### src/design/bcus_pkg.sv
`default_nettype none

package bcus_pkg;

  // Field widths.
  localparam int COUNT_W     = 63;
  localparam int STEP_W      = 4;
  localparam int VAL_W       = 25;
  localparam int FRAC_W      = 7;
  localparam int FW_W        = 2;
  localparam int UNIT_W      = 2;
  localparam int IN_TDATA_W  = 64;
  localparam int OUT_TDATA_W = 72;
  localparam int OUT_PAD_W   = OUT_TDATA_W - (STEP_W + VAL_W + VAL_W + FRAC_W + FW_W + UNIT_W);

  // Divider datapath: 64-bit dividend, divisor up to ten to the twelfth,
  // and a quotient that always fits in the scaled value field.
  localparam int NUM_W = 64;
  localparam int DEN_W = 41;
  localparam int QUO_W = VAL_W;
  localparam int CNT_W = $clog2(QUO_W);

  localparam int MAX_STEPS   = 12;
  localparam int RAW_LIMIT   = 1000;
  localparam int TRIAL_LIMIT = 1999;
  localparam int FIRST_HALF  = 5;
  localparam int DEC_BASE    = 10;
  localparam int UNIT_MAX    = 3;

  // Fraction width codes.
  localparam logic [FW_W-1:0] FW_NONE = 2'd0;
  localparam logic [FW_W-1:0] FW_ONE  = 2'd1;
  localparam logic [FW_W-1:0] FW_TWO  = 2'd2;

  localparam logic [DEN_W-1:0] SPLIT_ONE_DEN = DEN_W'(10);
  localparam logic [DEN_W-1:0] SPLIT_TWO_DEN = DEN_W'(100);

  typedef logic [NUM_W-1:0]  wide_tab_t [MAX_STEPS+1];
  typedef logic [DEN_W-1:0]  den_tab_t  [MAX_STEPS+1];
  typedef logic [FW_W-1:0]   fw_tab_t   [MAX_STEPS+1];
  typedef logic [UNIT_W-1:0] unit_tab_t [MAX_STEPS+1];

  typedef struct packed {
    logic              start;
    logic [NUM_W-1:0]  num;
    logic [DEN_W-1:0]  den;
  } div_req_t;

  typedef struct packed {
    logic              done;
    logic [QUO_W-1:0]  quo;
    logic [DEN_W-1:0]  rem;
  } div_rsp_t;

  // Step k qualifies when count is below 1999 * 5 * 10^(k-1).
  function automatic wide_tab_t build_limit_tab();
    wide_tab_t        t;
    logic [NUM_W-1:0] p;
    p    = NUM_W'(1);
    t[0] = '0;
    for (int k = 1; k <= MAX_STEPS; k++) begin
      t[k] = NUM_W'(TRIAL_LIMIT) * NUM_W'(FIRST_HALF) * p;
      p    = p * NUM_W'(DEC_BASE);
    end
    return t;
  endfunction

  // Half of the step divisor: 5 * 10^(k-1).
  function automatic den_tab_t build_half_tab();
    den_tab_t         t;
    logic [DEN_W-1:0] p;
    p    = DEN_W'(1);
    t[0] = '0;
    for (int k = 1; k <= MAX_STEPS; k++) begin
      t[k] = DEN_W'(FIRST_HALF) * p;
      p    = p * DEN_W'(DEC_BASE);
    end
    return t;
  endfunction

  // Full step divisor: 10^k.
  function automatic den_tab_t build_pow_tab();
    den_tab_t         t;
    logic [DEN_W-1:0] p;
    p    = DEN_W'(1);
    t[0] = p;
    for (int k = 1; k <= MAX_STEPS; k++) begin
      p    = p * DEN_W'(DEC_BASE);
      t[k] = p;
    end
    return t;
  endfunction

  function automatic fw_tab_t build_fw_tab();
    fw_tab_t t;
    t[0] = FW_NONE;
    for (int k = 1; k <= MAX_STEPS; k++) begin
      if (k % 3 == 1) begin
        t[k] = FW_TWO;
      end else if (k % 3 == 2) begin
        t[k] = FW_ONE;
      end else begin
        t[k] = FW_NONE;
      end
    end
    return t;
  endfunction

  function automatic unit_tab_t build_unit_tab();
    unit_tab_t t;
    t[0] = '0;
    for (int k = 1; k <= MAX_STEPS; k++) begin
      if ((k - 1) / 3 > UNIT_MAX) begin
        t[k] = UNIT_W'(UNIT_MAX);
      end else begin
        t[k] = UNIT_W'((k - 1) / 3);
      end
    end
    return t;
  endfunction

  localparam wide_tab_t LIMIT_TAB = build_limit_tab();
  localparam den_tab_t  HALF_TAB  = build_half_tab();
  localparam den_tab_t  POW_TAB   = build_pow_tab();
  localparam fw_tab_t   FW_TAB    = build_fw_tab();
  localparam unit_tab_t UNIT_TAB  = build_unit_tab();

endpackage

`default_nettype wire

### src/design/bcus_divider.sv
`default_nettype none

// Restoring divider, one quotient bit per cycle. The upper dividend bits
// are preloaded into the remainder, which is valid because every quotient
// this block asks for fits in QUO_W bits.
module bcus_divider import bcus_pkg::*; (
  input  logic     clk,
  input  logic     rst_n,
  input  div_req_t req,
  output div_rsp_t rsp
);

  logic             busy_r;
  logic             done_r;
  logic [CNT_W-1:0] cnt_r;
  logic [DEN_W-1:0] den_r;
  logic [DEN_W-1:0] rem_r;
  logic [QUO_W-1:0] quo_r;

  logic [DEN_W:0]   trial;
  logic [DEN_W:0]   diff;
  logic             ge;
  logic [DEN_W-1:0] rem_nxt;

  always_comb begin
    trial   = {rem_r, quo_r[QUO_W-1]};
    diff    = trial - {1'b0, den_r};
    ge      = (trial >= {1'b0, den_r});
    rem_nxt = ge ? diff[DEN_W-1:0] : trial[DEN_W-1:0];
  end

  always_ff @(posedge clk) begin
    if (!rst_n) begin
      busy_r <= 1'b0;
      done_r <= 1'b0;
      cnt_r  <= '0;
    end else begin
      done_r <= 1'b0;
      if (req.start) begin
        busy_r <= 1'b1;
        cnt_r  <= '0;
        den_r  <= req.den;
        rem_r  <= DEN_W'(req.num[NUM_W-1:QUO_W]);
        quo_r  <= req.num[QUO_W-1:0];
      end else if (busy_r) begin
        rem_r <= rem_nxt;
        quo_r <= {quo_r[QUO_W-2:0], ge};
        cnt_r <= cnt_r + CNT_W'(1);
        if (cnt_r == CNT_W'(QUO_W - 1)) begin
          busy_r <= 1'b0;
          done_r <= 1'b1;
        end
      end
    end
  end

  assign rsp.done = done_r;
  assign rsp.quo  = quo_r;
  assign rsp.rem  = rem_r;

`ifndef SYNTH
  a_no_start_busy: assert property (@(posedge clk) disable iff (!rst_n)
    req.start |-> !busy_r)
    else $error("divider started while busy");

  a_done_pulse: assert property (@(posedge clk) disable iff (!rst_n)
    done_r |=> !done_r)
    else $error("divider done held longer than one cycle");

  a_rem_below_den: assert property (@(posedge clk) disable iff (!rst_n)
    done_r |-> (rem_r < den_r))
    else $error("divider remainder not below divisor");
`endif

endmodule

`default_nettype wire

### src/design/byte_count_unit_scaler_core.sv
`default_nettype none

// Channel  Handshake                  Payload
// -------  -------------------------  ------------------------------------------------
// in       in_tvalid / in_tready      in_tdata: byte_count
// out      out_tvalid / out_tready    out_tuser: raw_flag; out_tdata: decimal_step ..
//
// A count below 1000 goes from the idle state straight to the finish state,
// which loads the output register and raises out_tvalid once it is free.
// Any other count goes through the threshold search one step per cycle, then
// through one pass of the shared serial divider for the rounding and, when a
// fraction is shown, a second pass for the digit split, and last through the
// finish state, which loads the output register when it is free.
// Reset is synchronous and active low; it empties the sequencer and the output.
// in_tready is high only while the sequencer is idle. A finished result waits
// in the output register; the next item may be taken meanwhile, and the
// sequencer stalls in its final state until the output register is free.
module byte_count_unit_scaler_core import bcus_pkg::*; (
  input  logic                   clk,
  input  logic                   rst_n,

  input  logic                   in_tvalid,
  output logic                   in_tready,
  // [62:0] byte_count, [63] zero
  input  logic [IN_TDATA_W-1:0]  in_tdata,

  output logic                   out_tvalid,
  input  logic                   out_tready,
  // [3:0] decimal_step, [28:4] scaled_value, [53:29] integer_digits,
  // [60:54] fraction_digits, [62:61] fraction_width, [64:63] unit_code,
  // [71:65] zero
  output logic [OUT_TDATA_W-1:0] out_tdata,
  // [0] raw_flag
  output logic                   out_tuser
);

  typedef enum logic [2:0] {
    ST_IDLE,
    ST_SEARCH,
    ST_ROUND,
    ST_SPLIT,
    ST_FINISH
  } state_t;

  state_t              state_r,    state_nxt;
  logic [COUNT_W-1:0]  count_r,    count_nxt;
  logic [STEP_W-1:0]   k_r,        k_nxt;
  logic                raw_r,      raw_nxt;
  logic [VAL_W-1:0]    trial_r,    trial_nxt;
  logic [VAL_W-1:0]    int_r,      int_nxt;
  logic [FRAC_W-1:0]   frac_r,     frac_nxt;

  logic                out_valid_r, out_valid_nxt;
  logic                out_raw_r,   out_raw_nxt;
  logic [STEP_W-1:0]   out_step_r,  out_step_nxt;
  logic [VAL_W-1:0]    out_val_r,   out_val_nxt;
  logic [VAL_W-1:0]    out_int_r,   out_int_nxt;
  logic [FRAC_W-1:0]   out_frac_r,  out_frac_nxt;
  logic [FW_W-1:0]     out_fw_r,    out_fw_nxt;
  logic [UNIT_W-1:0]   out_unit_r,  out_unit_nxt;

  div_req_t            div_req;
  div_rsp_t            div_rsp;
  logic [COUNT_W-1:0]  in_count;

  assign in_count = in_tdata[COUNT_W-1:0];

  // A serial divider, shared by the rounding
  // division and the digit split.
  bcus_divider u_div (
    .clk   (clk),
    .rst_n (rst_n),
    .req   (div_req),
    .rsp   (div_rsp)
  );

  always_comb begin
    state_nxt     = state_r;
    count_nxt     = count_r;
    k_nxt         = k_r;
    raw_nxt       = raw_r;
    trial_nxt     = trial_r;
    int_nxt       = int_r;
    frac_nxt      = frac_r;
    out_valid_nxt = out_valid_r;
    out_raw_nxt   = out_raw_r;
    out_step_nxt  = out_step_r;
    out_val_nxt   = out_val_r;
    out_int_nxt   = out_int_r;
    out_frac_nxt  = out_frac_r;
    out_fw_nxt    = out_fw_r;
    out_unit_nxt  = out_unit_r;
    div_req       = '0;

    if (out_valid_r && out_tready) begin
      out_valid_nxt = 1'b0;
    end

    unique case (state_r)
      ST_IDLE: begin
        if (in_tvalid) begin
          count_nxt = in_count;
          if (in_count < COUNT_W'(RAW_LIMIT)) begin
            // Small counts pass through unscaled; step zero selects
            // the empty entries of the unit and fraction tables.
            raw_nxt   = 1'b1;
            k_nxt     = '0;
            trial_nxt = in_count[VAL_W-1:0];
            int_nxt   = in_count[VAL_W-1:0];
            frac_nxt  = '0;
            state_nxt = ST_FINISH;
          end else begin
            raw_nxt   = 1'b0;
            k_nxt     = STEP_W'(1);
            state_nxt = ST_SEARCH;
          end
        end
      end

      ST_SEARCH: begin
        // count / (5 * 10^(k-1)) < 1999 is the same test as a compare of
        // the count against a precomputed threshold.
        if ({1'b0, count_r} < LIMIT_TAB[k_r]) begin
          div_req.start = 1'b1;
          div_req.num   = NUM_W'(count_r) + NUM_W'(HALF_TAB[k_r]);
          div_req.den   = POW_TAB[k_r];
          state_nxt     = ST_ROUND;
        end else if (k_r == STEP_W'(MAX_STEPS)) begin
          // No step qualified: keep the unrounded quotient of the count by the half step divisor.
          div_req.start = 1'b1;
          div_req.num   = NUM_W'(count_r);
          div_req.den   = HALF_TAB[k_r];
          state_nxt     = ST_ROUND;
        end else begin
          k_nxt = k_r + STEP_W'(1);
        end
      end

      ST_ROUND: begin
        if (div_rsp.done) begin
          trial_nxt = div_rsp.quo;
          if (FW_TAB[k_r] == FW_NONE) begin
            int_nxt   = div_rsp.quo;
            frac_nxt  = '0;
            state_nxt = ST_FINISH;
          end else begin
            div_req.start = 1'b1;
            div_req.num   = NUM_W'(div_rsp.quo);
            div_req.den   = (FW_TAB[k_r] == FW_TWO) ? SPLIT_TWO_DEN : SPLIT_ONE_DEN;
            state_nxt     = ST_SPLIT;
          end
        end
      end

      ST_SPLIT: begin
        if (div_rsp.done) begin
          int_nxt   = div_rsp.quo;
          frac_nxt  = div_rsp.rem[FRAC_W-1:0];
          state_nxt = ST_FINISH;
        end
      end

      ST_FINISH: begin
        if (!out_valid_r || out_tready) begin
          out_valid_nxt = 1'b1;
          out_raw_nxt   = raw_r;
          out_step_nxt  = k_r;
          out_val_nxt   = trial_r;
          out_int_nxt   = int_r;
          out_frac_nxt  = frac_r;
          out_fw_nxt    = FW_TAB[k_r];
          out_unit_nxt  = UNIT_TAB[k_r];
          state_nxt     = ST_IDLE;
        end
      end

      default: begin
        state_nxt = ST_IDLE;
      end
    endcase
  end

  always_ff @(posedge clk) begin
    if (!rst_n) begin
      state_r     <= ST_IDLE;
      out_valid_r <= 1'b0;
    end else begin
      state_r     <= state_nxt;
      out_valid_r <= out_valid_nxt;
      count_r     <= count_nxt;
      k_r         <= k_nxt;
      raw_r       <= raw_nxt;
      trial_r     <= trial_nxt;
      int_r       <= int_nxt;
      frac_r      <= frac_nxt;
      out_raw_r   <= out_raw_nxt;
      out_step_r  <= out_step_nxt;
      out_val_r   <= out_val_nxt;
      out_int_r   <= out_int_nxt;
      out_frac_r  <= out_frac_nxt;
      out_fw_r    <= out_fw_nxt;
      out_unit_r  <= out_unit_nxt;
    end
  end

  assign in_tready  = (state_r == ST_IDLE);
  assign out_tvalid = out_valid_r;
  assign out_tuser  = out_raw_r;
  assign out_tdata  = {{OUT_PAD_W{1'b0}}, out_unit_r, out_fw_r, out_frac_r,
                       out_int_r, out_val_r, out_step_r};

`ifndef SYNTH
  a_busy_after_accept: assert property (@(posedge clk) disable iff (!rst_n)
    (in_tvalid && in_tready) |=> !in_tready)
    else $error("input taken again while an item is in work");

  a_raw_result_clean: assert property (@(posedge clk) disable iff (!rst_n)
    (out_valid_r && out_raw_r) |->
      (out_step_r == '0 && out_fw_r == FW_NONE && out_unit_r == '0 && out_frac_r == '0))
    else $error("raw result carries a step, unit or fraction");

  a_scaled_result_sane: assert property (@(posedge clk) disable iff (!rst_n)
    (out_valid_r && !out_raw_r) |->
      (out_step_r != '0 && out_frac_r < SPLIT_TWO_DEN))
    else $error("scaled result without a step or with a bad fraction");
`endif

endmodule

`default_nettype wire
### config.mk
export PLATFORM = sky130hd
export DESIGN_NAME = byte_count_unit_scaler_core
export DESIGN_NICKNAME = d
export VERILOG_FILES = /design/src/design/bcus_pkg.sv /design/src/design/bcus_divider.sv /design/src/design/byte_count_unit_scaler_core.sv
export SDC_FILE = /design/constraint.sdc
export NUM_CORES = 1
export LEC_CHECK = 0
export BUFFER_PORTS_ARGS = -buffer_cell sky130_fd_sc_hd__buf_2
export CAP_MARGIN = 0
export CELL_PAD_IN_SITES_DETAIL_PLACEMENT = 1
export CELL_PAD_IN_SITES_GLOBAL_PLACEMENT = 1
export CORE_ASPECT_RATIO = 0.7
export CORE_MARGIN = 3
export CORE_UTILIZATION = 44
export CTS_CLUSTER_SIZE = 12
export DETAILED_ROUTE_END_ITERATION = 12
export PLACE_DENSITY = 0.76
export SLEW_MARGIN = 20
export SYNTH_ARGS = -nofsm -noshare
export SYNTH_HDL_FRONTEND = slang
export SYNTH_SLANG_ARGS = --single-unit
### constraint.sdc
create_clock -name clk -period 5.55 [get_ports clk]
set_input_delay 1.11 -clock clk [delete_from_list [all_inputs] [get_ports clk]]
set_output_delay 1.11 -clock clk [all_outputs]
set_load 0.01 [all_outputs]
# == After elaboration in Yosys (flattened, before gate mapping) ==
# Memories as Yosys holds them, arrays and structs flattened. A register that Yosys moved wholly into a read port is not among the register bits.
# Index checks and enable logic that the tools add are counted.
# word_totals
ff_bits,307
mem_bits_ro,2400
input_bits,68
output_inout_bits,75
wordCells,128
n_memories,5
# memory_table
memory,depth,word_bits,rd,rd_clocked_by_memory_dff,wr,line_no,source
(name not given),16,64,1,0,0,byte_count_unit_scaler_core.sv:123,"if ({1'b0, count_r} < LIMIT_TAB[k_r]) begin"
(name not given),16,41,1,0,0,byte_count_unit_scaler_core.sv:132,div_req.den = HALF_TAB[k_r];
(name not given),16,41,1,0,0,byte_count_unit_scaler_core.sv:126,div_req.den = POW_TAB[k_r];
(name not given),16,2,1,1,0,byte_count_unit_scaler_core.sv:172,out_unit_nxt = UNIT_TAB[k_r];
(name not given),16,2,1,0,0,byte_count_unit_scaler_core.sv:171,out_fw_nxt = FW_TAB[k_r];
# classes
add_sub_neg,4
n_lt_le_gt_ge,4
n_eq_ne,17
mux,54
n_bitwise,3
n_reduce_logical,20
# ops
cell,count
106-bit 2-to-1 mux,4
41-bit 2-to-1 mux,6
106-bit case mux with 2 select lines,1
25-bit 2-to-1 mux,7
64-bit 2-to-1 mux,2
25-bit case mux with 3 select lines,1
63-bit by 41-bit adder with 64-bit output,1
63-bit by 64-bit less-than comparator with 1-bit output,1
63-bit by 10-bit less-than comparator with 1-bit output (second input constant),1
25-bit case mux with 2 select lines,1
42-bit by 41-bit greater-or-equal comparator with 1-bit output,1
7-bit 2-to-1 mux,6
41-bit subtractor,1
39-bit 2-to-1 mux,1
3-bit 2-to-1 mux,8
7-bit case mux with 3 select lines,1
3-bit case mux with 5 select lines,1
5-bit AND reduction,3
4-bit 2-to-1 mux,3
2-bit != test (second input constant),5
1-bit 2-to-1 mux,9
3-bit AND reduction,3
4-bit case mux with 2 select lines,1
7-bit AND reduction,1
other kinds (25),33

# == Logic depth before layout (Yosys ltp) ==
# Gate-level depths: netlist of run 1.
# logic_depth
ltp_word,11
ltp_mapped,20
mapped_depth_nobuf,17

# == Hierarchy ==
# A second synthesis of run 1 with hierarchy kept.
# hier_totals
cells_unflattened,1935
hier_area_um2,19668.9
# by_module_without_submodules
module,n_inst,cells_each,area_each_um2,seq_area_each_um2
byte_count_unit_scaler_core,1,1226,12558.3,5815.6
bcus_divider,1,709,7110.6,3353.2

# == Worst setup path before layout of run 1 ==
# Ideal clock, no wire load.
# synth_path
kind,input-to-reg
start,input in_tdata[48]
end,register frac_r[0] (enable)
setup_time_ns,0.470
t_arrival_ns,4.878
t_required_ns,5.080
slack_ns,0.202
cell_stages,6
n_path_buf,0
cell_sequence,or4_1 nor3_1 o21ai_0 nor4_1 o22ai_1 nor3b_1
# synth_via
elab_chain_cells,3
# synth_lines
item,line_no,source
start: declaration,byte_count_unit_scaler_core.sv:25,"input logic [IN_TDATA_W-1:0] in_tdata,"
63-bit by 10-bit less-than comparator with 1-bit output,byte_count_unit_scaler_core.sv:103,if (in_count < COUNT_W'(RAW_LIMIT)) begin
2-bit by 1-bit != test with 1-bit output (no source line),-,
7-bit AND reduction (no source line),-,
end signal: assignment,byte_count_unit_scaler_core.sv:195,frac_r <= frac_nxt;
end: declaration,byte_count_unit_scaler_core.sv:51,"logic [FRAC_W-1:0] frac_r, frac_nxt;"
# Every way passes these cells.
# A chain may end at the register's enable or synchronous reset.

# == Final worst setup path of run 1 ==
# layout_path
start,register k_r[0]
end,"register u_div.rem_r[19], data pin"
# layout_via
elab_chain_cells,9
elab_cells_between_ends,20
classes_between,add/sub: 1; order compare: 1; eq/ne: 1; mux: 12; bitwise: 1; reduce/logical: 1; memory: 3
# layout_lines
item,line_no,source
start: declaration,byte_count_unit_scaler_core.sv:47,"logic [STEP_W-1:0] k_r, k_nxt;"
start signal: assignment,byte_count_unit_scaler_core.sv:191,k_r <= k_nxt;
"parallel branches: the longest is 7 deep, another holds 63-bit by 41-bit adder with 64-bit output",-,
106-bit case mux with 2 select lines *,byte_count_unit_scaler_core.sv:99,unique case (state_r)
39-bit 2-to-1 mux *,bcus_divider.sv:39,if (req.start) begin
end signal: assignment,bcus_divider.sv:43,rem_r <= DEN_W'(req.num[NUM_W-1:QUO_W]);
end signal: assignment,bcus_divider.sv:46,rem_r <= rem_nxt;
end: declaration,bcus_divider.sv:17,logic [DEN_W-1:0] rem_r;
# Every way passes the cells marked *. The select of a mux whose other input is x is not followed.

==> results.md, run 1 <==
- Hold Violations, Final: 0
- Fraction of registers with async set/reset: 0%
- Fin area: 21200 um2
- Maximum number of pins on one net before global-route repair: 68
- CP max FO: 12
- Area Overhead vs Synth: 14.2%
- Largest stage delay, worst path: 650 ps
- Synth unique cells: 80
- Dpl hpwl: 47.8 mm
- Top post-synthesis cells by count: edfxtp_1, a21oi_1, ha_1, nand2_1, nor2_1
- Largest family of logic cells by synthesized area: compound AO/OA/AOI/OAI gates
- First DRT Iteration DRCs: 1445
- Cells after DPL: 2410
- Clock latency on the worst-skew pair: 540 ps
- Grt total ovfl: 0
- Flops & latches, synth: 305
- Post-synthesis cell area: 18500 um2
- Least-Margin Pin Slew: 940 ps
- I/O pins: 143
- Slew HR: 37.3%
- Worst flop-to-flop path startpoint: k_r[0]$_DFFE_PP_
- Layout Cells excl Fill: 2469
- Crit path cell chain: ha_1, mux2i_1, nor2_1, ha_1, a21oi_1, a21boi_0, a211oi_1, o2111ai_1, a21oi_1, o31ai_1, nor2_1, nor3_1, buf_4, a211o_1
- Min-Delay Path Depth: 0
- Horiz. Die Dim: 251 um
- Area leader, netlist: edfxtp_1
- RSZ-0062 raised after global routing: false
- Reg-to-reg endpoint: u_div.rem_r[19]$_DFFE_PP_
- P_leak: 8.37 nW
- Largest cells by area after synthesis: edfxtp_1, ha_1, a21oi_1
- H-tree Lvls: 2
- Crit-path leading delay family: compound AO/OA/AOI/OAI gates
- PwrDens: 340 nW/um2
- First-pass GRT wire length: 95.5 mm
- Synth Area in Adders: 9.73%
- CP arrival: 5410 ps
- Placed instance area: 20100 um2
- Max-cap viol count: 0
- Reg2Reg Depth: 14
- Simple-gate share of the synthesized area: 13.1%
- Routed WL: 63.1 mm
- Compound-Gate Fraction of Synth Area: 15.8%
- Count leader, synth: edfxtp_1
- CTS tree: yes
- Cts hold-fix bufs: 0
- Post CTS Setup Buffer Count: 0
- CP startpoint: k_r[0]$_DFFE_PP_
- Final core utilization: 51.3%
- Die Ht: 178 um
- Crit path time final: 5130 ps
- GRT Resource Usage Total: 28.2%
- Most used DFF post-synth: edfxtp_1
- Clock slew at reported path FFs: 70 ps
- Sequential share of the synthesized area: 48.8%
- Tcrit/Tclk final: 92.3%
- Slowest cell on crit path: a211oi_1
- Cts repair resizes: 0
- CTS Root Cell: clkbuf_16
- Die ar.: 44700 um2
- # rows: 62
- Post-Syn Instances: 1745
- Fmax achieved: 195 MHz
- Peak supply drop: 0.207 mV
- XOR/XNOR share of the synthesized area: 3.68%
- Ys Warns: 0
- Fin nets: 2113
- Critical Path RT: 5840 ps
- Setup TNS: 0 ps
- Crit. End Element: flop
- Vias per cell: 6.11
- RD Place Congestion: 0.945
- Clock sinks: 305
- Setup-failing EPs final: 0
- WHS Endpoint: out_val_r[21]$_DFFE_PP_
- CP Launch Type: flop
- Mean post-synth cell area: 10.6 um2
- I/O Buffers: 134
- Critical path type: reg -> reg
- Core box area: 41300 um2
- Reg2reg setup slack: 420 ps
- DRC: 0
- DRT antenna net count: 0
- Top-area cell type share of the netlist area: 47.6%
- Max Root-Sink Buffers: 3
- Number of global-route vias before repair: 15300
- Multiplexer share of the synthesized area: 5.30%
- Slew Limit Fails: 0
- Antenna violations before repair: 0
- DR vias: 15100
- Clk_skew: 24.8 ps
- Average wire per cell in the routed design: 25.6 um
- Min-delay src: trial_r[21]$_DFFE_PP_
- 1st-pass router iterations: 5
- N_diodes: 0
- Post-synth EDFFs: 294
- Starting Density: 44.9%
- Status: finished, final reports clean
- HP Class: reg -> reg
- Layout cell share with drive strength beyond 1: 16.6%
- Num CTS Buffers: 34
- Buf/Inv on CP: 1
==> state kept, by name, indices dropped and copies added (netlist names), 3 cells and up <==
name	cells
count_r	63
int_r	25
state_r	3
frac_r	7
u_div.quo_r	25
trial_r	25
u_div.den_r	37
out_frac_r	7
k_r	4
out_int_r	25
out_step_r	4
out_val_r	25
u_div.cnt_r	5
u_div.rem_r	41
==> worst max-delay path by stage <==
stage	to	slack [ps]	depth (start not counted)
4_1_cts	u_div.rem_r[21]$_DFFE_PP_	560	17
2_1_floorplan	frac_r[0]$_SDFFCE_PN0P_	200	6
3_3_place_gp	u_div.rem_r[19]$_DFFE_PP_	730	14
5_1_grt	u_div.rem_r[11]$_DFFE_PP_	130	18
3_5_place_dp	u_div.rem_r[21]$_DFFE_PP_	570	17
6_report	u_div.rem_r[19]$_DFFE_PP_	420	14
==> report_power, final <==
group,internal [mW],switching [mW]
sequential,2.69,0.101
clock,1.33,0.952
combinational,0.762,1.37
==> per-stage QoR <==
stage	power (mW)	hold WS, ps	setup WS, ps
final	7.20	415	425
after global routing	7.53	424	132
after CTS	7.19	417	559
after detailed placement	4.89	406	566
after global placement	4.80	401	733
after floorplan	4.17	400	202
==> per-layer routing <==
metal	wire length, um	part of all wire (%)	GRT usage, %	vias to the layer above
li1	-	-	-	6865
met1	29900	47	42.3	7598
met2	26500	42	40.9	528
met3	5210	8.2	6.15	90
met4	1540	2.4	7.37	0
met5	0	0	0	-
==> kinds of logic after synthesis <==
family          count (synthesis)
fa+ha+maj                     143
flops                         305
other cells                     1
simple gates                  494
compound gates                474
xor+xnor                       78
mux                            92
buf+inv                       158
==> cell usage in the layout, fill, tap and decap left out, drive strengths merged, types with 10 or more instances in the layout <==
cell type	count
nor2b	23
nand4	28
nor2	124
inv	83
o22ai	20
and2	11
xor2	33
nand3	54
edfxtp	294
and3	21
nor3	23
buf	189
nand2	139
mux2	50
o21ai	127
o211ai	15
clkbuf	51
a31oi	14
xnor2	45
mux2i	42
a21o	39
nor4	21
a21boi	10
ha	141
a21oi	155
o21a	15
dfxtp	11
a211oi	17
o21bai	14
nand2b	14
==> cell type report <==
cell class,count,area (um2)
clock buffer,51,1030
clock inverter,8,65.1
fill,4534,20100
inverter,84,315
multi-input combinational,1288,8890
sequential,305,9050
tap,544,681
timing repair buffer,189,1130
No activity file was read; power rests on OpenSTA's default activity.
==> run 2, diff against run 1 <==
Settings changed: CORE_MARGIN 3 to 10, CORE_UTILIZATION 44 to 50, PLACE_DENSITY 0.76 to 0.82.
Clock period 5.55 ns to 6.4 ns, I/O delays scaled along.
==> run 2 against run 1 <==
Effect of this change: worst setup slack improved by 470 ps; combinational power fell by 14%; first-iteration DRC count rose by 14%; sequential share of layout area rose by 0.85 points; sequential cell count did not move; non-clock buffer count fell by 28; power fell by 15%; critical path type unchanged; largest cell class unchanged; highest routed layer unchanged.
==> results.md, run 2 (synthesized netlist as in run 1, its figures left out) <==
- Cells after DPL: 2318
- Post CTS Setup Buffer Count: 0
- Slew Limit Fails: 0
- Core box area: 36300 um2
- Status: finished, final reports clean
- First DRT Iteration DRCs: 1652
- Number of global-route vias before repair: 15400
- Most frequent cells in the layout: edfxtp_1, a21oi_1, ha_1
- H-tree Lvls: 2
- Crit path time final: 5500 ps
- RSZ-0062 raised after global routing: false
- Layout cell share with drive strength beyond 1: 15.2%
- Placed instance area: 19800 um2
- Cts repair resizes: 0
- Fin nets: 2085
- Average wire per cell in the routed design: 27.4 um
- Least-Margin Pin Slew: 1030 ps
- Tcrit/Tclk final: 86.0%
- P_leak: 8.17 nW
- PwrDens: 295 nW/um2
- DRT antenna net count: 0
- Clk_skew: 27.0 ps
- First-pass GRT wire length: 98.2 mm
- Fmax achieved: 182 MHz
- Largest Register: count_r
- Slew HR: 30.8%
- Maximum number of pins on one net before global-route repair: 93
- CP arrival: 5780 ps
- Fin area: 20800 um2
- Clock slew at reported path FFs: 70 ps
- I/O Buffers: 134
- Starting Density: 51.1%
- 1st-pass router iterations: 5
- Antenna violations before repair: 3
- CP max FO: 14
- I/O pins: 143
- Num CTS Buffers: 34
- Buf/Inv on CP: 3
- Area Overhead vs Synth: 12.0%
- Largest stage delay, worst path: 670 ps
- Layout Cells excl Fill: 2378
- Crit. End Element: flop
- Crit-path leading delay family: compound AO/OA/AOI/OAI gates
- Fillers: 3935
- CP Launch Type: flop
- Max reg flops: 63
- Setup-failing EPs final: 0
- Crit path cell chain: inv_1, nor2_1, nand2_1, inv_1, ha_1, o21a_1, o31a_1, a211oi_1, buf_4, o2111ai_1, a21oi_1, o31ai_1, nor2_1, nor3_1, a311oi_1, a211o_1
- Hold Violations, Final: 0
- Horiz. Die Dim: 250 um
- # rows: 58
- Die Ht: 181 um
- Die ar.: 45300 um2
- HP Class: reg -> reg
- Top flop regs: count_r x63, u_div.rem_r x41, u_div.den_r x37
- Commonest non-fill, non-tap cell in the layout: edfxtp_1
- Grt total ovfl: 0
- Critical Path RT: 6680 ps
- RD Place Congestion: 0.946
- Slowest cell on crit path: nor2_1
- Max Root-Sink Buffers: 3
- Vias per cell: 6.44
- Dpl hpwl: 49.4 mm
- Clock latency on the worst-skew pair: 530 ps
- Clock sinks: 305
- Setup TNS: 0 ps
- DRC: 0
- Power consumption: 6.13 mW
- CTS tree: yes
- DR vias: 15300
- Routed WL: 65.3 mm
- CTS Root Cell: clkbuf_16
- Max-cap viol count: 0
- GRT Resource Usage Total: 27.8%
- Peak supply drop: 0.200 mV
- Cts hold-fix bufs: 0
- Critical path type: reg -> reg
==> run 2: changes by cell type in the layout (fill, tap and decap cells not counted), sizes merged <==
| cell | change |
|---|---|
| inv | +2 |
| bufinv | -1 |
| diode | +1 |
| clkbuf | -2 |
| clkinv | +1 |
| buf | -28 |
==> run 2: path summary, 6_finish.rpt <==
check | slack (ps) | depth (start not counted) | endpoint | startpoint
worst min-delay path | 410 | 0 | out_val_r[21]$_DFFE_PP_ | trial_r[21]$_DFFE_PP_
worst max register to register | 900 | 16 | u_div.rem_r[19]$_DFFE_PP_ | k_r[2]$_SDFFCE_PN0P_
worst max-delay path | 900 | 16 | u_div.rem_r[19]$_DFFE_PP_ | k_r[2]$_SDFFCE_PN0P_
worst min register to register | 410 | 0 | out_val_r[21]$_DFFE_PP_ | trial_r[21]$_DFFE_PP_
==> run 2: layout make-up <==
type / count / area, um2 / area share, %
clock inverters: 10 / 58.8 / 0.283
flip-flops and latches: 305 / 9050 / 43.6
multi-input cells: 1288 / 8890 / 42.8
diodes: 1 / 2.50 / 0.0121
clock buffers: 49 / 938 / 4.52
well taps: 480 / 601 / 2.89
repair buffers: 161 / 898 / 4.33
inverters: 84 / 315 / 1.52
==> run 2: worst reg2reg max path, delay by kind of cell, from the launching register on <==
| family | cells | cell delay [ps] |
|---|---|---|
| flip-flops | 1 | 580 |
| buffers and inverters | 3 | 650 |
| AO/OA/AOI/OAI | 8 | 1980 |
| adder cells (fa/ha/maj) | 1 | 270 |
| AND/OR/NAND/NOR | 4 | 1760 |
==> run 2: power breakdown <==
| part | switching, mW | internal [mW] |
|---|---|---|
| sequential | 0.107 | 2.33 |
| combinational | 1.21 | 0.631 |
| clock | 0.827 | 1.02 |
| total | 2.14 | 3.98 |
==> run 2: metal layers <==
metal / GRT usage (%) / up-vias / wire [um]
met4: 6.25 / 0 / 1270
met5: 0 / - / 0
met3: 6.15 / 89 / 6200
met1: 40.9 / 7734 / 29800
met2: 40.8 / 698 / 28000
li1: - / 6789 / -
==> run 2: metrics by stage <==
stage / utilization (%) / hold WS [ps] / setup WS, ps
CTS: 57.2 / 417 / 1060
floorplan: - / 400 / 882
finish: 57.2 / 413 / 895
detailed placement: 54.4 / 406 / 1090
global route: 57.2 / 423 / 594
global placement: 54.4 / 401 / 1290
